<file path="src/design/asp_pkg.sv">
// ----------------------------------------------------------------------------
// asp_pkg: shared types and constants of the arcsinh stretch pipeline
// Many widths follow from SAMPLE_BITS and ASINH_STAGES; the others are fixed.
// ----------------------------------------------------------------------------
package asp_pkg;

    localparam int SAMPLE_BITS  = 16;
    localparam int ASINH_STAGES = 20;

    localparam int SW    = SAMPLE_BITS + 1;       // sample width
    localparam int BLW   = 16;                    // black level register
    localparam int SFW   = 18;                    // stretch factor register
    localparam int GW    = 11;                    // gain register
    localparam int CIW   = 2;                     // config index
    localparam int QW    = SAMPLE_BITS + 21;      // quotient x, Q.20
    localparam int DW    = SW;                    // divisor width
    localparam int RW    = DW + 1;                // partial remainder
    localparam int XLO   = 19;                    // split of x for the multiply
    localparam int XHI   = QW - XLO;
    localparam int YW    = QW + SFW - 8;          // y = x * beta, Q.20
    localparam int YCW   = (YW > 41) ? YW : 41;
    localparam int SQB   = 21;                    // root digits
    localparam int SQIW  = 5;                     // root digit index
    localparam int RMW   = 41;                    // root residual
    localparam int TW    = 62;                    // root trial term
    localparam int WW    = YCW + 2;               // w = y + sqrt(y^2 + 1)
    localparam int LZB   = $clog2(WW);
    localparam int MW    = 31;                    // Q.30 mantissa
    localparam int LGW   = LZB + ASINH_STAGES;
    localparam int LPW   = LGW + 24;
    localparam int AW    = LPW - (ASINH_STAGES + 4);
    localparam int IW    = 24;                    // inv_norm width
    localparam int M1W   = AW + IW;
    localparam int PW    = M1W + GW;
    localparam int OSH   = 48 - SAMPLE_BITS;
    localparam int BP_LSH = (SAMPLE_BITS >= 16) ? SAMPLE_BITS - 16 : 0;
    localparam int BP_RSH = (SAMPLE_BITS >= 16) ? 0 : 16 - SAMPLE_BITS;
    localparam int RQW   = 41;                    // 2^40 / a quotient
    localparam int RCW   = 6;
    localparam int LAT   = QW + 2 + SQB + LZB + ASINH_STAGES + 5;  // row depth
    localparam int OCW   = $clog2(LAT + 1);       // requests in flight

    localparam logic [SW-1:0] ONE_S   = SW'(1) << SAMPLE_BITS;
    localparam logic [23:0]   LN2_Q24 = 24'd11629080;
    localparam logic [IW-1:0] INV_MAX = '1;
    localparam logic [IW-1:0] INV_ONE = IW'(1) << 20;

    typedef enum logic [1:0] {
        KIND_CALC,
        KIND_ZERO,
        KIND_ONE
    } kind_t;

    typedef enum logic [CIW-1:0] {
        REG_BLACK,
        REG_STRETCH,
        REG_GAIN
    } reg_idx_t;

    typedef struct packed {
        logic            is_norm;   // beta normalization token, no result
        kind_t           kind;
        logic            low_log;   // w below 1.0, asinh is 0
        logic [LZB-1:0]  ipart;     // integer part of log2(w)
    } side_t;

endpackage

</file>
<file path="src/design/asp_log_cell.sv">
// ----------------------------------------------------------------------------
// asp_log_cell: one fraction bit of log2 by squaring the mantissa
// Squares a Q.30 mantissa in [1,2); a square of 2 or more gives a one bit.
// ----------------------------------------------------------------------------
module asp_log_cell (
    input  logic                             clk,
    input  logic                             rst_n,
    input  logic                             en,
    input  logic                             valid_in,
    input  asp_pkg::side_t                   side_in,
    input  logic [asp_pkg::MW-1:0]           m_in,
    input  logic [asp_pkg::ASINH_STAGES-1:0] f_in,
    output logic                             valid_out,
    output asp_pkg::side_t                   side_out,
    output logic [asp_pkg::MW-1:0]           m_out,
    output logic [asp_pkg::ASINH_STAGES-1:0] f_out
);
    import asp_pkg::*;

    logic                    valid_reg;
    side_t                   side_reg;
    logic [MW-1:0]           m_reg, m_next;
    logic [ASINH_STAGES-1:0] f_reg, f_next;
    logic [2*MW-1:0]         sq;
    logic [MW:0]             sq_q30;

    always_comb
    begin
        sq     = m_in * m_in;
        sq_q30 = sq[2*MW-1:30];
        m_next = sq_q30[MW] ? sq_q30[MW:1] : sq_q30[MW-1:0];
        f_next = {f_in[ASINH_STAGES-2:0], sq_q30[MW]};
    end

    always_ff @(posedge clk or negedge rst_n)
    begin
        if (!rst_n)
            valid_reg <= 1'b0;
        else if (en)
            valid_reg <= valid_in;
    end

    always_ff @(posedge clk)
    begin
        if (en)
        begin
            side_reg <= side_in;
            m_reg    <= m_next;
            f_reg    <= f_next;
        end
    end

    assign valid_out = valid_reg;
    assign side_out  = side_reg;
    assign m_out     = m_reg;
    assign f_out     = f_reg;

endmodule

</file>
<file path="config.mk">
export PLATFORM = sky130hd
export DESIGN_NAME = asp_log_cell
export DESIGN_NICKNAME = d
export VERILOG_FILES = /design/src/design/asp_pkg.sv /design/src/design/asp_log_cell.sv
export SDC_FILE = /design/constraint.sdc
export NUM_CORES = 2
export LEC_CHECK = 0
export BUFFER_PORTS_ARGS = -buffer_cell sky130_fd_sc_hd__clkbuf_2
export CAP_MARGIN = 20
export CORE_ASPECT_RATIO = 0.8
export CORE_MARGIN = 1.5
export CORE_UTILIZATION = 40
export DETAILED_ROUTE_END_ITERATION = 8
export GPL_TIMING_DRIVEN = 0
export PLACE_DENSITY = 0.58
export SLEW_MARGIN = 25
export SYNTH_ARGS = -nofsm -noshare
export SYNTH_HDL_FRONTEND = slang
export SYNTH_SLANG_ARGS = --single-unit
</file>
<file path="constraint.sdc">
create_clock -name clk -period 0.85 [get_ports clk]
set_clock_uncertainty 0.05 [all_clocks]
set_input_delay 0.085 -clock clk [delete_from_list [all_inputs] [get_ports clk]]
set_output_delay 0.085 -clock clk [all_outputs]
set_load 0.05 [all_outputs]
</file>
==> impl_metrics.ini <==
[grt]
grt_max_degree = 53
groute.usage.overall = 0.255
grt-busiest-layer = met2
met2_usage = 0.395
met1_usage = 0.358
antenna_found_initial = 9
grt_pass1_wl_um = 140000
grt_util_met3 = 0.0508
grt-ovfl-total = 0
first_global_vias = 22500

[synth]
synth_cell_type_count = 59
syn-num-nets = 4097
synth_flop_cell = edfxtp_1
async_reset_ff_frac = 0.0161
synth_edf_count = 61
syn_area_per_cell_um2 = 9.70
yosysWarningCount = 0
yosysSeqAreaShare = 0.0635
synthCells = 3016
synth_seq_cells = 62
synth_area_um2 = 29200

[placed_design]
port_buffers = 118
dpl_cell_area_um2 = 31600
gp_congestion = 0.991
dp_hpwl_um = 74900

[clock_tree]
cts.reportedPaths.clkPinSlew_ns = 0.05
cts_sinks = 62
cts_buffer_depth = 2
h-tree-depth = 3
clk-insertion-delay-late_ns = 0.32
cts_tree = yes
cts_root_buffer = clkbuf_16
cts_buffers = 9

[run_status]
failed_checks = negative setup slack
outcome = finished with violations

[critical_path]
crit_end = m_out[21]
worstSetupEndpointType = flop
r2r-end = valid_out
critPathTopFamily = adder cells
crit_slowest_cell = fa_2
arrival_ns = 7.57
cpMostUsedCell = fa_1
reg2reg_depth = 1
r2r_start = valid_out
critPathMaxStageDelay_ns = 0.69
crit_type = in -> reg
critPathMaxFanout = 10
crit_required_ns = 0.86
crit_cells = 27
critPathLaunchType = input pin
path_buf_inv = 8
startpoint = m_in[14]
rrSetupSlack_ns = 0.02

[floorplanning]
core_um2 = 72200
ios = 127
num_rows = 88
start_util = 0.405
die_w_um = 305
die_area_um2 = 74700
die_h_um = 245

[route]
first_pass_iters = 5
drc = 0
drt_iter0_drc = 1509
wire_per_inst_um = 22.0
vias = 21200
detail-route-antenna-nets = 0
viasPerCell = 5.02
totalWireLength_um = 93000

[sta]
fin_crit_ns = 7.55
final_hold_viol_count = 0
tightest_slew_ns = 0.808
slew_headroom = 0.457
drv_slew = 0
setup_viol = 94
rsz0062_at_grt = true
fmax_mhz = 132
setup_slack_ns = -6.70
fin_crit_sh = 8.89

[min_path]
min_path_type = in -> async

[finish]
area_delta_synth_final_pct = 20.5
final_util = 0.488
fin_nets = 4350
final_cell_mix = 902 x inv_1, 706 x fa_1, 275 x nand2_1
drive_gt1_frac = 0.164
finalInstanceArea_um2 = 35200
final_common_cell = inv_1

[run]
cap_violations = 0
==> state kept, by name, indices dropped and copies added (netlist names) <==
register and flops:
valid_out 1, m_out 31, f_out 20, side_out 10
==> per-stage QoR <==
| stage | worst slack (ns) | hold slack [ns] | cells | TNS, ns |
|---|---|---|---|---|
| final | -6.70 | 0.0391 | 4221 | -222.79 |
| after global routing | -6.91 | 0.0296 | 4219 | -230.40 |
| after CTS | -6.65 | 0.0123 | 4211 | -221.72 |
| after detailed placement | -8.42 | -0.189 | 4080 | -270.46 |
| after global placement | -8.44 | -0.190 | 4079 | -313.74 |
| after floorplan | -6.33 | -0.261 | 3016 | -199.98 |
==> cell type report <==
| type | instances | area [µm²] |
|---|---|---|
| Antenna cell | 4 | 10.0 |
| Clock buffer | 11 | 233 |
| Sequential cell | 62 | 1860 |
| Multi-Input combinational cell | 1924 | 24300 |
| Buffer | 105 | 1650 |
| Clock inverter | 3 | 13.8 |
| Timing Repair Buffer | 250 | 2560 |
| Inverter | 917 | 3480 |
| Tap cell | 945 | 1180 |
| Fill cell | 6747 | 37000 |
==> layer usage <==
metal  up-vias  wire length, µm
met2       831            41600
met3       149             8510
met4         8             3800
met5         -               49
li1       9320                -
met1     10900            39100
==> repair_timing <==
item	CTS	global route
setup buffers	86	7
hold endpoints to repair	31	0
hold buffers	31	0
gates resized for setup	440	92
cloned	5	4
pin swaps	54	45
endpoints found under the setup margin	94	95
==> cell families after synthesis <==
kind of cell | after synthesis | synth area share
fa+ha+maj | 1016 | 0.627
mux | 30 | 0.0130
buf+inv | 1030 | 0.133
simple gates | 622 | 0.103
xor+xnor | 59 | 0.0179
flops | 62 | 0.0635
compound gates | 197 | 0.0431
==> synthesized netlist by cell type, drive strengths merged, types with 8 or more instances <==
library cell	instances	area, µm²
inv	916	3440
nand4	15	93.8
o21ai	40	200
clkbuf	105	394
mux2	24	319
fa	747	15000
a31o	8	70.1
o21bai	9	67.6
xor2	24	210
nand3	17	85.1
nor2	53	199
and2	195	1220
edfxtp	61	1830
a211oi	11	92.6
buf	8	55.1
nand2	295	1110
and3	8	50.1
nor3	10	55.1
xnor2	35	314
a21o	20	150
a21oi	72	360
ha	269	3370
==> worst min path at each step <==
stage | from | end | slack (ns)
6_report | rst_n | valid_out | 0.04
4_1_cts | rst_n | valid_out | 0.01
2_1_floorplan | rst_n | valid_out | -0.26
3_5_place_dp | rst_n | valid_out | -0.19
5_1_grt | rst_n | valid_out | 0.03
3_3_place_gp | rst_n | valid_out | -0.19
Power is left out: the tool's default activity adds up to more than one toggle a clock period on the data nets, which glitch-free logic cannot reach.
