## src/design/asp_pkg.sv

```systemverilog
// ----------------------------------------------------------------------------
// asp_pkg: shared types and constants of the arcsinh stretch pipeline
// Many widths follow from SAMPLE_BITS and ASINH_STAGES; the others are fixed.
// ----------------------------------------------------------------------------
package asp_pkg;

    localparam int SAMPLE_BITS  = 16;
    localparam int ASINH_STAGES = 20;

    localparam int SW    = SAMPLE_BITS + 1;       // sample width
    localparam int BLW   = 16;                    // black level register
    localparam int SFW   = 18;                    // stretch factor register
    localparam int GW    = 11;                    // gain register
    localparam int CIW   = 2;                     // config index
    localparam int QW    = SAMPLE_BITS + 21;      // quotient x, Q.20
    localparam int DW    = SW;                    // divisor width
    localparam int RW    = DW + 1;                // partial remainder
    localparam int XLO   = 19;                    // split of x for the multiply
    localparam int XHI   = QW - XLO;
    localparam int YW    = QW + SFW - 8;          // y = x * beta, Q.20
    localparam int YCW   = (YW > 41) ? YW : 41;
    localparam int SQB   = 21;                    // root digits
    localparam int SQIW  = 5;                     // root digit index
    localparam int RMW   = 41;                    // root residual
    localparam int TW    = 62;                    // root trial term
    localparam int WW    = YCW + 2;               // w = y + sqrt(y^2 + 1)
    localparam int LZB   = $clog2(WW);
    localparam int MW    = 31;                    // Q.30 mantissa
    localparam int LGW   = LZB + ASINH_STAGES;
    localparam int LPW   = LGW + 24;
    localparam int AW    = LPW - (ASINH_STAGES + 4);
    localparam int IW    = 24;                    // inv_norm width
    localparam int M1W   = AW + IW;
    localparam int PW    = M1W + GW;
    localparam int OSH   = 48 - SAMPLE_BITS;
    localparam int BP_LSH = (SAMPLE_BITS >= 16) ? SAMPLE_BITS - 16 : 0;
    localparam int BP_RSH = (SAMPLE_BITS >= 16) ? 0 : 16 - SAMPLE_BITS;
    localparam int RQW   = 41;                    // 2^40 / a quotient
    localparam int RCW   = 6;
    localparam int LAT   = QW + 2 + SQB + LZB + ASINH_STAGES + 5;  // row depth
    localparam int OCW   = $clog2(LAT + 1);       // requests in flight

    localparam logic [SW-1:0] ONE_S   = SW'(1) << SAMPLE_BITS;
    localparam logic [23:0]   LN2_Q24 = 24'd11629080;
    localparam logic [IW-1:0] INV_MAX = '1;
    localparam logic [IW-1:0] INV_ONE = IW'(1) << 20;

    typedef enum logic [1:0] {
        KIND_CALC,
        KIND_ZERO,
        KIND_ONE
    } kind_t;

    typedef enum logic [CIW-1:0] {
        REG_BLACK,
        REG_STRETCH,
        REG_GAIN
    } reg_idx_t;

    typedef struct packed {
        logic            is_norm;   // beta normalization token, no result
        kind_t           kind;
        logic            low_log;   // w below 1.0, asinh is 0
        logic [LZB-1:0]  ipart;     // integer part of log2(w)
    } side_t;

endpackage

```

## src/design/asp_div_cell.sv

```systemverilog
// ----------------------------------------------------------------------------
// asp_div_cell: one quotient bit of the pipelined restoring divider
// Shifts in one dividend bit, subtracts the divisor when it fits.
// ----------------------------------------------------------------------------
module asp_div_cell (
    input  logic                   clk,
    input  logic                   rst_n,
    input  logic                   en,
    input  logic                   valid_in,
    input  asp_pkg::side_t         side_in,
    input  logic [asp_pkg::QW-1:0] num_in,
    input  logic [asp_pkg::DW-1:0] den_in,
    input  logic [asp_pkg::RW-1:0] rem_in,
    input  logic [asp_pkg::QW-1:0] quo_in,
    output logic                   valid_out,
    output asp_pkg::side_t         side_out,
    output logic [asp_pkg::QW-1:0] num_out,
    output logic [asp_pkg::DW-1:0] den_out,
    output logic [asp_pkg::RW-1:0] rem_out,
    output logic [asp_pkg::QW-1:0] quo_out
);
    import asp_pkg::*;

    logic          valid_reg;
    side_t         side_reg;
    logic [QW-1:0] num_reg, num_next;
    logic [DW-1:0] den_reg;
    logic [RW-1:0] rem_reg, rem_next;
    logic [QW-1:0] quo_reg, quo_next;
    logic [RW-1:0] sh;
    logic          ge;

    always_comb
    begin
        sh       = {rem_in[RW-2:0], num_in[QW-1]};
        ge       = (sh >= {1'b0, den_in});
        rem_next = ge ? (sh - {1'b0, den_in}) : sh;
        quo_next = {quo_in[QW-2:0], ge};
        num_next = {num_in[QW-2:0], 1'b0};
    end

    always_ff @(posedge clk or negedge rst_n)
    begin
        if (!rst_n)
            valid_reg <= 1'b0;
        else if (en)
            valid_reg <= valid_in;
    end

    always_ff @(posedge clk)
    begin
        if (en)
        begin
            side_reg <= side_in;
            num_reg  <= num_next;
            den_reg  <= den_in;
            rem_reg  <= rem_next;
            quo_reg  <= quo_next;
        end
    end

    assign valid_out = valid_reg;
    assign side_out  = side_reg;
    assign num_out   = num_reg;
    assign den_out   = den_reg;
    assign rem_out   = rem_reg;
    assign quo_out   = quo_reg;

endmodule

```

## config.mk

```make
export PLATFORM = sky130hd
export DESIGN_NAME = asp_div_cell
export DESIGN_NICKNAME = d
export VERILOG_FILES = /design/src/design/asp_pkg.sv /design/src/design/asp_div_cell.sv
export SDC_FILE = /design/constraint.sdc
export NUM_CORES = 1
export LEC_CHECK = 0
export BUFFER_PORTS_ARGS = -buffer_cell sky130_fd_sc_hd__buf_2
export CAP_MARGIN = 10
export CORE_ASPECT_RATIO = 0.5
export CORE_MARGIN = 2
export CORE_UTILIZATION = 45
export DETAILED_ROUTE_END_ITERATION = 8
export HOLD_SLACK_MARGIN = 0.08
export PLACE_DENSITY = 0.81
export SLEW_MARGIN = 10
export SYNTH_ARGS = -nofsm -noshare
export SYNTH_HDL_FRONTEND = slang
export SYNTH_SLANG_ARGS = --single-unit
```

## constraint.sdc

```tcl
create_clock -name clk -period 0.9 [get_ports clk]
set_input_delay 0.045 -clock clk [delete_from_list [all_inputs] [get_ports clk]]
set_output_delay 0.045 -clock clk [all_outputs]
set_load 0.01 [all_outputs]
```

==> flow_summary.yaml <==
clock_network:
  path_clk_slew_ps: 60
  cts-buffers-inserted: 17
  cts_hold_buffers: 113
  insertion_delay_ps: 410
  cts_tree: "yes"
  htreeDepth: 4
  clock_tree.root_cell: "clkbuf_16"
  cts_buffer_depth: 2
  clock-sinks: 119
global_route:
  grt_first_pass_wirelength_microns: 26400
  number_of_antenna_violations_at_the_first_check_in_global_routing: 0
  first_global_vias: 4866
  grt_max_degree: 34
  grt_use_total_pct: 30.7
  grt_overflow_total: 0
logic_synthesis:
  synth_seq_area_share_pct: 74.7
  post-synth-top-count-cell: "edfxtp_1"
  yosys-top-cells-area: "edfxtp_1 (74%), ha_1 (4.5%), a21oi_1 (3.1%)"
  netlist_top_cells_count: "edfxtp_1 (118), a21oi_1 (30), inv_1 (25)"
  netlist.area_leader.share_pct: 74.2
  synth-seq-cells: 119
  ys_dominant_reg_cell: "edfxtp_1"
  synthDistinctLibCells: 44
  netlist_area_before_placement_sq_um: 4780
  synth_enable_flop_cells: 118
  syn-num-nets: 445
  yosys_warnings: 0
  synthArstFlopShare_pct: 0.840
  syn_area_per_cell_sq_um: 15.7
  synthCells: 304
  cell_type_with_the_highest_aggregate_area_in_the_netlist: "edfxtp_1"
status:
  violations: "negative setup slack"
  outcome: "finished with violations"
placed_design:
  placedInstanceArea_sq_um: 6740
  portBuffers: 239
  detailedPlace.worstSlack_ps: -1460
  detailed_place_hpwl_microns: 9510
  gp_routability_congestion: 0.843
critical_path:
  cp-start-kind: "input pin"
  r2r-end: "valid_out$_DFFE_PN0P_"
  setup.worst_path.end_class: "flip-flop"
  critical_path.cell_chain: "buf_12 > inv_12 > ha_4 > inv_2 > fa_2 > a21o_1 > a221o_1 > o21ai_4 > buf_4 > buf_4 > o21bai_1 > xnor2_1 > a21oi_1"
  rr_startpoint: "valid_out$_DFFE_PN0P_"
  critical-path-max-stage-delay_ps: 410
  worst-endpoint-required_ps: 1060
  critical_path.n_buffers_inverters: 5
  worst-path-max-fanout: 3
  worstPathArrival_ps: 2130
  critical-path-top-delay-family: "compound AO/OA/AOI/OAI gates"
  critical_path_slowest_stage_cell: "a221o_1"
  cell_occurring_most_often_along_the_worst_timing_path: "buf_4"
  ff2ff_setup_slack_ps: 100
  startpoint: "num_in[36]"
  rr_worst_depth: 1
  critical_setup_path_class: "input pin to flip-flop"
worst_hold_path:
  min_path_type: "input pin to flip-flop"
  min-delay-start: "rem_in[15]"
  holdPathEnd: "rem_out[16]$_DFFE_PP_"
  timing.hold.worst_path_depth: 3
timing:
  whs_ps: 42.9
  fin_ws_ps: -1070
  highest_clock_rate_ghz: 0.508
  timing_max_transition_violations_final: 0
  setup_viol_count_final: 138
  fin_skew_ps: 0
  finalCritPeriodShare_pct: 219
  finalCriticalPeriod_ps: 1970
  final_hold_viol_count: 0
  unrepaired_setup_endpoints_after_global_routing: "true"
route:
  detailroute.via_count: 4846
  remaining_number_of_nets_flagged_by_the_antenna_check_after_routing: 0
  detail_route.vias_per_cell: 5.38
  wirelength_microns: 19400
  firstDrtPassIters: 6
  detailedRoute.firstIterationViolations: 488
  drcViolationCount: 0
  post_drt_wl_per_cell_microns: 21.5
floorplanning:
  fp.dieW_microns: 150
  core_region_sq_um: 10300
  start_util_pct: 46.5
  fp.dieArea_sq_um: 11500
  die-height_microns: 76.9
  floorplan.rows: 26
  pin_count: 243
cells_and_area:
  post_route_cells_drive_above_1_share_pct: 51.6
  nNetsFinal: 889
  post_route_cell_area_sq_um: 8760
  antenna_cells: 0
  num-fill-cells: 477
  syn_to_final_growth_pct: 83.4
flow_run:
  max_cap_viol_count: 0
pwr:
  static-leakage-power_nw: 3.84
  power.density_nw_per_um2: 1970
  ir_worst_vdd_mv: 1.60
## layer usage
layer  up-vias  global-route usage [%]  routed length, microns
li1       2033                       -                       -
met2       373                    56.7                    9910
met4         0                    12.5                    1110
met5         -                       0                       0
met3       102                    6.07                    1620
met1      2338                    35.0                    6740
## worst max-delay path by stage
stage / endpoint / slack, ps / cells after the start
floorplan: rem_out[16]$_DFFE_PP_ / -1240 / 10
global placement: rem_out[4]$_DFFE_PP_ / -1420 / 11
detailed placement: rem_out[1]$_DFFE_PP_ / -1460 / 11
CTS: rem_out[8]$_DFFE_PP_ / -890 / 11
global route: rem_out[14]$_DFFE_PP_ / -1140 / 13
finish: rem_out[14]$_DFFE_PP_ / -1070 / 13
## sequential cells by signal, indices dropped and copies added (netlist names)
name,flops
valid_out,1
side_out,10
rem_out,18
quo_out,37
num_out,36
den_out,17
## cell type report
class                           count  area (sq um)  area share (%)
Tap cell                          140           175            2.00
Sequential cell                   119          3570            40.7
Clock buffer                       18           429            4.90
Inverter                           25           106            1.21
Multi-Input combinational cell    151          1260            14.4
Timing Repair Buffer              434          3080            35.1
Clock inverter                     14           150            1.71
## kinds of logic after synthesis
family                   after synthesis  share of synthesized area [%]
other                                  1                         0.0785
multiplexers                           5                           1.34
XOR/XNOR                              13                           2.38
flip-flops                           119                           74.7
AND/OR/NAND/NOR                       53                           5.11
AO/OA/AOI/OAI                         61                           8.25
adder cells (fa/ha/maj)               18                           4.87
buffers and inverters                 34                           3.27
## metrics by stage
stage          total power [W]  setup TNS [ps]  std cells  util [%]
2_1_floorplan          0.00811          -20950        304         -
3_3_place_gp           0.00950          -25310        752      65.6
3_5_place_dp           0.00959          -26210        752      65.6
4_1_cts                 0.0168          -24220        902      84.1
5_1_grt                 0.0178          -31540        901      85.2
6_report                0.0173          -27100        901      85.2
## tightest hold or removal path, stage by stage
cell	delay [ps]
buf_2	90
buf_4	90
mux2_4	120
## timing repair
action / CTS / global route
pin swaps: 9 / 9
gates cloned: 1 / 0
gates resized for setup: 31 / 32
buffers inserted: 4 / 0
setup endpoints to repair: 138 / 138
endpoints found under the hold margin: 115 / 1
## power by group
group          switching, W  internal (W)
clock               0.00265       0.00408
sequential         0.000182       0.00671
combinational       0.00184       0.00184
total               0.00467        0.0126
## layout by cell type, fill, tap and decap left out, types with 8 or more instances in the layout
master         netlist  routed
a21oi_1             30      22
buf_2                5     230
buf_4                2      72
buf_6                2      14
clkbuf_16            0      17
dlygate4sd3_1        0     113
edfxtp_1           118     118
ha_1                17      11
inv_1               25      23
nand2_1             12      12
nor2_1              21       8
nor2_4               0       9
xnor2_1             10      10
(Power assumes the default switching activity.)
