### config.mk
export PLATFORM = sky130hd
export DESIGN_NAME = asp_recip
export DESIGN_NICKNAME = d
export VERILOG_FILES = /design/src/design/asp_pkg.sv /design/src/design/asp_recip.sv
export SDC_FILE = /design/constraint.sdc
export NUM_CORES = 1
export LEC_CHECK = 0
export ABC_AREA = 0
export BUFFER_PORTS_ARGS = -buffer_cell sky130_fd_sc_hd__buf_2
export CAP_MARGIN = 10
export CORE_UTILIZATION = 45
export CTS_CLUSTER_DIAMETER = 150
export DETAILED_ROUTE_END_ITERATION = 8
export GPL_TIMING_DRIVEN = 0
export PLACE_DENSITY = 0.74
export SKIP_CTS_REPAIR_TIMING = 1
export SLEW_MARGIN = 20
export SYNTH_ARGS = -nofsm -noshare
export SYNTH_HDL_FRONTEND = slang
export SYNTH_SLANG_ARGS = --single-unit
### constraint.sdc
create_clock -name clk -period 4 [get_ports clk]
set_input_delay 0.8 -clock clk [delete_from_list [all_inputs] [get_ports clk]]
set_output_delay 0.8 -clock clk [all_outputs]
set_load 0.02 [all_outputs]
### src/design/asp_pkg.sv
// ----------------------------------------------------------------------------
// asp_pkg: shared types and constants of the arcsinh stretch pipeline
// Many widths follow from SAMPLE_BITS and ASINH_STAGES; the others are fixed.
// ----------------------------------------------------------------------------
package asp_pkg;

    localparam int SAMPLE_BITS  = 16;
    localparam int ASINH_STAGES = 20;

    localparam int SW    = SAMPLE_BITS + 1;       // sample width
    localparam int BLW   = 16;                    // black level register
    localparam int SFW   = 18;                    // stretch factor register
    localparam int GW    = 11;                    // gain register
    localparam int CIW   = 2;                     // config index
    localparam int QW    = SAMPLE_BITS + 21;      // quotient x, Q.20
    localparam int DW    = SW;                    // divisor width
    localparam int RW    = DW + 1;                // partial remainder
    localparam int XLO   = 19;                    // split of x for the multiply
    localparam int XHI   = QW - XLO;
    localparam int YW    = QW + SFW - 8;          // y = x * beta, Q.20
    localparam int YCW   = (YW > 41) ? YW : 41;
    localparam int SQB   = 21;                    // root digits
    localparam int SQIW  = 5;                     // root digit index
    localparam int RMW   = 41;                    // root residual
    localparam int TW    = 62;                    // root trial term
    localparam int WW    = YCW + 2;               // w = y + sqrt(y^2 + 1)
    localparam int LZB   = $clog2(WW);
    localparam int MW    = 31;                    // Q.30 mantissa
    localparam int LGW   = LZB + ASINH_STAGES;
    localparam int LPW   = LGW + 24;
    localparam int AW    = LPW - (ASINH_STAGES + 4);
    localparam int IW    = 24;                    // inv_norm width
    localparam int M1W   = AW + IW;
    localparam int PW    = M1W + GW;
    localparam int OSH   = 48 - SAMPLE_BITS;
    localparam int BP_LSH = (SAMPLE_BITS >= 16) ? SAMPLE_BITS - 16 : 0;
    localparam int BP_RSH = (SAMPLE_BITS >= 16) ? 0 : 16 - SAMPLE_BITS;
    localparam int RQW   = 41;                    // 2^40 / a quotient
    localparam int RCW   = 6;
    localparam int LAT   = QW + 2 + SQB + LZB + ASINH_STAGES + 5;  // row depth
    localparam int OCW   = $clog2(LAT + 1);       // requests in flight

    localparam logic [SW-1:0] ONE_S   = SW'(1) << SAMPLE_BITS;
    localparam logic [23:0]   LN2_Q24 = 24'd11629080;
    localparam logic [IW-1:0] INV_MAX = '1;
    localparam logic [IW-1:0] INV_ONE = IW'(1) << 20;

    typedef enum logic [1:0] {
        KIND_CALC,
        KIND_ZERO,
        KIND_ONE
    } kind_t;

    typedef enum logic [CIW-1:0] {
        REG_BLACK,
        REG_STRETCH,
        REG_GAIN
    } reg_idx_t;

    typedef struct packed {
        logic            is_norm;   // beta normalization token, no result
        kind_t           kind;
        logic            low_log;   // w below 1.0, asinh is 0
        logic [LZB-1:0]  ipart;     // integer part of log2(w)
    } side_t;

endpackage

### src/design/asp_recip.sv
// ----------------------------------------------------------------------------
// asp_recip: normalization reciprocal 2^40 / asinh(beta)
// Serial restoring divider, one quotient bit per cycle, holds inv_norm.
// ----------------------------------------------------------------------------
module asp_recip (
    input  logic                   clk,
    input  logic                   rst_n,
    input  logic                   start,
    input  logic [asp_pkg::AW-1:0] a_in,
    output logic                   busy,
    output logic [asp_pkg::IW-1:0] inv_norm
);
    import asp_pkg::*;

    logic            busy_reg, busy_next;
    logic [RCW-1:0]  cnt_reg, cnt_next;
    logic [AW-1:0]   den_reg;
    logic [AW-1:0]   rem_reg, rem_next;
    logic [RQW-1:0]  quo_reg, quo_next;
    logic [IW-1:0]   inv_reg, inv_next;
    logic            inv_load;
    logic [AW:0]     sh;
    logic            ge;

    always_comb
    begin
        sh        = {rem_reg, (cnt_reg == RCW'(RQW - 1))};
        ge        = (sh >= {1'b0, den_reg});
        rem_next  = ge ? AW'(sh - {1'b0, den_reg}) : sh[AW-1:0];
        quo_next  = {quo_reg[RQW-2:0], ge};
        cnt_next  = cnt_reg - RCW'(1);
        busy_next = busy_reg;
        inv_load  = 1'b0;
        inv_next  = inv_reg;
        if (start)
        begin
            if (a_in == '0)
            begin
                inv_load = 1'b1;
                inv_next = INV_ONE;
            end
            else
                busy_next = 1'b1;
        end
        else if (busy_reg && (cnt_reg == '0))
        begin
            busy_next = 1'b0;
            inv_load  = 1'b1;
            inv_next  = (quo_next > RQW'(INV_MAX)) ? INV_MAX : quo_next[IW-1:0];
        end
    end

    always_ff @(posedge clk or negedge rst_n)
    begin
        if (!rst_n)
            busy_reg <= 1'b0;
        else
            busy_reg <= busy_next;
    end

    always_ff @(posedge clk)
    begin
        if (start)
        begin
            den_reg <= a_in;
            rem_reg <= '0;
            quo_reg <= '0;
            cnt_reg <= RCW'(RQW - 1);
        end
        else if (busy_reg)
        begin
            rem_reg <= rem_next;
            quo_reg <= quo_next;
            cnt_reg <= cnt_next;
        end
        if (inv_load)
            inv_reg <= inv_next;
    end

    assign busy     = busy_reg;
    assign inv_norm = inv_reg;

endmodule

==> results.md <==
Status:
- The run finished with clean final reports.

Yosys:
- The cell count after synthesis is 667.
- The synthesized design contains 123 register bits.
- For this run, the leading register cell type out of synthesis is sky130_fd_sc_hd__dfxtp_1.
- By area the synthesized netlist is led by sky130_fd_sc_hd__edfxtp_1 (24%), sky130_fd_sc_hd__dfxtp_1 (23%), sky130_fd_sc_hd__nor2_1 (7.7%).
- The netlist area before placement is 6310 um^2.
- The post-synthesis async set-or-reset flop share is 0.813%.
- The share of synthesized area occupied by flip-flops and latches is 47.0%.
- The count of unique library cells instantiated by Yosys is 66.
- The synthesized area per cell is 9.46 um^2.
- The total of warnings raised by yosys is 0.
- The post-synth net total is 724.
- The cell type with the largest total area after synthesis is sky130_fd_sc_hd__edfxtp_1.
- The count of flip-flops with a built-in enable after synthesis is 50.
- The share of synthesized area in the top cell type comes to 23.8%.

Power and ir drop:
- Sequential cells account for 44.1% of the total power.
- The combinational fraction of design power is 9.9%.
- The internal portion of the total power is 2.32 mW.
- The worst IR drop on VDD is 0.000276 V.
- Net switching is 25.3% of the power.
- The power per unit of standard cell area is 423 nW/um^2.
- In this run, the clock network consumes 46.0% of the power.
- In this run the power spent charging and discharging nets is 0.787 mW.
- The leakage power summed over all cells is 3.25 nW.

Clock tree:
- The clock net in this run drives a total of 123 sinks.
- The H-tree depth is 4.
- The clock latency on the worst-skew pair is 420 ps.
- The clock buffer count from CTS is 17.
- After clock tree synthesis, the clock-pin slew on the worst setup and hold paths is 60 ps.
- TritonCTS built the clock tree.
- The number of buffers on the longest clock path is 2.
- The root buffer cell chosen for the clock tree is sky130_fd_sc_hd__clkbuf_16.

Finish:
- Leaving out fill and tap cells, the most frequent cell in the layout is sky130_fd_sc_hd__nor2_1.
- From synthesis to final layout, the design area changed by 16.5%.
- The final-stage net count is 796.
- The share of cells above drive strength 1 is 14.0%.
- Leaving out fill and tap cells, the most frequent cells in the layout are sky130_fd_sc_hd__nor2_1 (130), sky130_fd_sc_hd__dfxtp_1 (72), sky130_fd_sc_hd__buf_2 (55), sky130_fd_sc_hd__edfxtp_1 (50), sky130_fd_sc_hd__mux2i_1 (47).
- The flip-flop count of the largest register, all copies and words added is 40.
- The antenna diode instance count is 0.
- Cells fill 54.6% of the core in the end.
- The filler cells instantiated in the layout total 1239.
- The footprint of the multi-input gates is 3030 um^2.
- The area taken by flip-flops and latches is 2970 um^2.

Place:
- The count of buffers added on input and output ports is 53.
- The final weighted congestion in routability-driven placement is 0.881.
- After legalization and detailed placement, the total HPWL measured 10600 um.

Routing:
- The number of search-and-repair iterations in the first detailed-routing pass is 5.
- The mean routed wirelength per cell is 15.6 um.
- For this block, the routed nets add up to 14500 um of wire.
- The final route contains 5115 vias.
- The number of remaining DRC errors is 0.
- The count of routing violations after the opening detailed-route iteration is 396.
- The count of nets left with antenna violations once routing finished came out at 0.
- In the routed layout, each cell is associated on average with a via count of 5.51.

Critical path:
- The cell with the biggest individual delay on the critical path is sky130_fd_sc_hd__or3_1.
- The sort of element at the start of the critical path is a register.
- For the worst setup path, the data required time is 4370 ps.
- Of all nets on the critical path, the largest fanout is 4.
- The nature of the critical path endpoint is a register.
- The count of buffering cells on the critical path with inverters included is 1.
- For this run, the slowest stage of the critical path takes 410 ps.
- Walking the worst path, the cells encountered are inv_1 -> ha_1 -> nand2b_1 -> or3_1 -> ha_1 -> fa_1 -> nor2b_1 -> o2111ai_1 -> and3_1 -> o21ai_0 -> o31ai_1 -> o2111ai_1 -> mux2i_1 -> o311a_1.
- The setup path with the least slack is of type register to register.
- The endpoint arrival time on the critical path is 4070 ps.
- The kind of cell with the highest combined delay along the critical path is compound AO/OA/AOI/OAI gates.

Timing:
- The number of pins with negative max-slew slack in the final report is 0.
- The total setup violations reported at the end of the flow is 0.
- The shortest clock period the worst path allows after layout is 3700 ps.
- Of the available clock period, the critical path in the final layout requires 92.5%.
- The maximum clock rate is 0.270 GHz.
- The worst clock skew is 6.99 ps.
- For the pin with the worst max-slew slack, the measured transition is 716 ps.
- Setup repair after global routing left no endpoint under its margin.
- The number of endpoints with negative hold slack in the final report is 0.
- In this run the tightest slew margin relative to its limit is 52.2%.
- Summed over all failing endpoints, the final setup total negative slack is 0 ps.

Global routing:
- The number of antenna violations at the first check in global routing is 0.
- The via count of the first global-routing pass is 5178.
- The total global-route track usage is 21.3%.
- The first global-routing pass estimated 24100 um of wire.
- The pin count of the biggest net entering global routing is 28.
- The total overflow left after global routing is 0.

Die:
- In this run the core area contains 42 standard-cell rows.
- The die extent in x is 120 um.
- The height of the die is 120 um.
- Once the floorplan was initialized, standard cells occupied 46.9% of the core.
- The die covers 14500 um^2.
- The area of the core region is 13500 um^2.
- Pin placement for this block handled 54 I/O pins.

Min path:
- The type of the worst min-delay path is input pin to asynchronous set/reset pin.

Run:
- The tool flagged a number of max-cap violations equal to 0.
[area by class of cell]
class | count | area share (%)
clock buffers | 18 | 5.84
repair buffers | 53 | 3.61
flip-flops and latches | 123 | 40.4
clock inverters | 14 | 1.67
plain buffers | 38 | 2.28
multi-input cells | 467 | 41.2
inverters | 39 | 1.99
well taps | 176 | 3.00
[power groups by stage]
stage | combinational, mW | clock [mW] | sequential [mW]
floorplan | 0.225 | 0 | 1.39
finish | 0.309 | 1.43 | 1.37
detailed placement | 0.305 | 0 | 1.40
global placement | 0.294 | 0 | 1.40
CTS | 0.307 | 1.45 | 1.37
global route | 0.348 | 1.50 | 1.38
[metrics by stage]
| step | worst slack [ps] | instances | instance area (um^2) | power, mW | hold slack, ps |
|---|---|---|---|---|---|
| 2_1_floorplan | 932 | 667 | 6310 | 1.62 | 461 |
| 6_report | 299 | 928 | 7350 | 3.11 | 144 |
| 4_1_cts | 317 | 928 | 7350 | 3.12 | 132 |
| 5_1_grt | 10.9 | 928 | 7350 | 3.22 | 128 |
| 3_5_place_dp | 332 | 896 | 6800 | 1.70 | 493 |
| 3_3_place_gp | 394 | 896 | 6800 | 1.69 | 482 |
[Yosys cell counts, drive strengths merged, types with 4 or more instances]
master  number
o21ai       21
xnor2       14
a21oi       31
and3        10
nand3       13
a311oi       9
o21a         7
a41oi        5
nor4        11
nand2b       4
ha          27
xor2         5
nor2b        5
o22ai        4
buf          9
or4          5
nand2       38
mux2i       47
clkbuf      29
a21o         9
dfxtp       72
inv         39
nor2       131
o21bai       4
nor3        10
nand4        5
edfxtp      50
a211oi      14
[cells by family after synthesis]
| family | synth area share (%) |
|---|---|
| AO/OA/AOI/OAI | 14.6 |
| AND/OR/NAND/NOR | 17.0 |
| flip-flops | 47.0 |
| XOR/XNOR | 2.64 |
| adder cells (fa/ha/maj) | 5.67 |
| multiplexers | 8.05 |
| buffers and inverters | 4.98 |
[layer usage]
metal | global-route usage [%] | vias up | wire length [um]
met1 | 26.3 | 2382 | 6370
met4 | 10.1 | 0 | 425
met5 | 0 | - | 0
li1 | - | 2539 | -
met2 | 35.1 | 160 | 6820
met3 | 5.14 | 34 | 857
[worst reg2reg max path: stages, from the launching register on]
cell	delay, ps
sky130_fd_sc_hd__dfxtp_1	330
sky130_fd_sc_hd__inv_1	60
sky130_fd_sc_hd__ha_1	160
sky130_fd_sc_hd__nand2b_1	90
sky130_fd_sc_hd__or3_1	410
sky130_fd_sc_hd__ha_1	230
sky130_fd_sc_hd__fa_1	410
sky130_fd_sc_hd__nor2b_1	190
sky130_fd_sc_hd__o2111ai_1	190
sky130_fd_sc_hd__and3_1	210
sky130_fd_sc_hd__o21ai_0	400
sky130_fd_sc_hd__o31ai_1	220
sky130_fd_sc_hd__o2111ai_1	290
sky130_fd_sc_hd__mux2i_1	260
sky130_fd_sc_hd__o311a_1	190
[worst paths after layout]
check	to	from	slack (ps)	cells past startpoint
min reg2reg	cnt_reg[1]$_SDFFE_PP0P_	cnt_reg[1]$_SDFFE_PP0P_	510	2
min	busy$_DFFE_PN0P_	rst_n	140	1
max	rem_reg[24]$_SDFFE_PP0P_	cnt_reg[0]$_SDFFE_PP0P_	300	14
max reg2reg	rem_reg[24]$_SDFFE_PP0P_	cnt_reg[0]$_SDFFE_PP0P_	300	14
max in group asynchronous	busy$_DFFE_PN0P_	rst_n	3770	1
min in group clk	cnt_reg[1]$_SDFFE_PP0P_	cnt_reg[1]$_SDFFE_PP0P_	510	2
(Power assumes the default switching activity.)
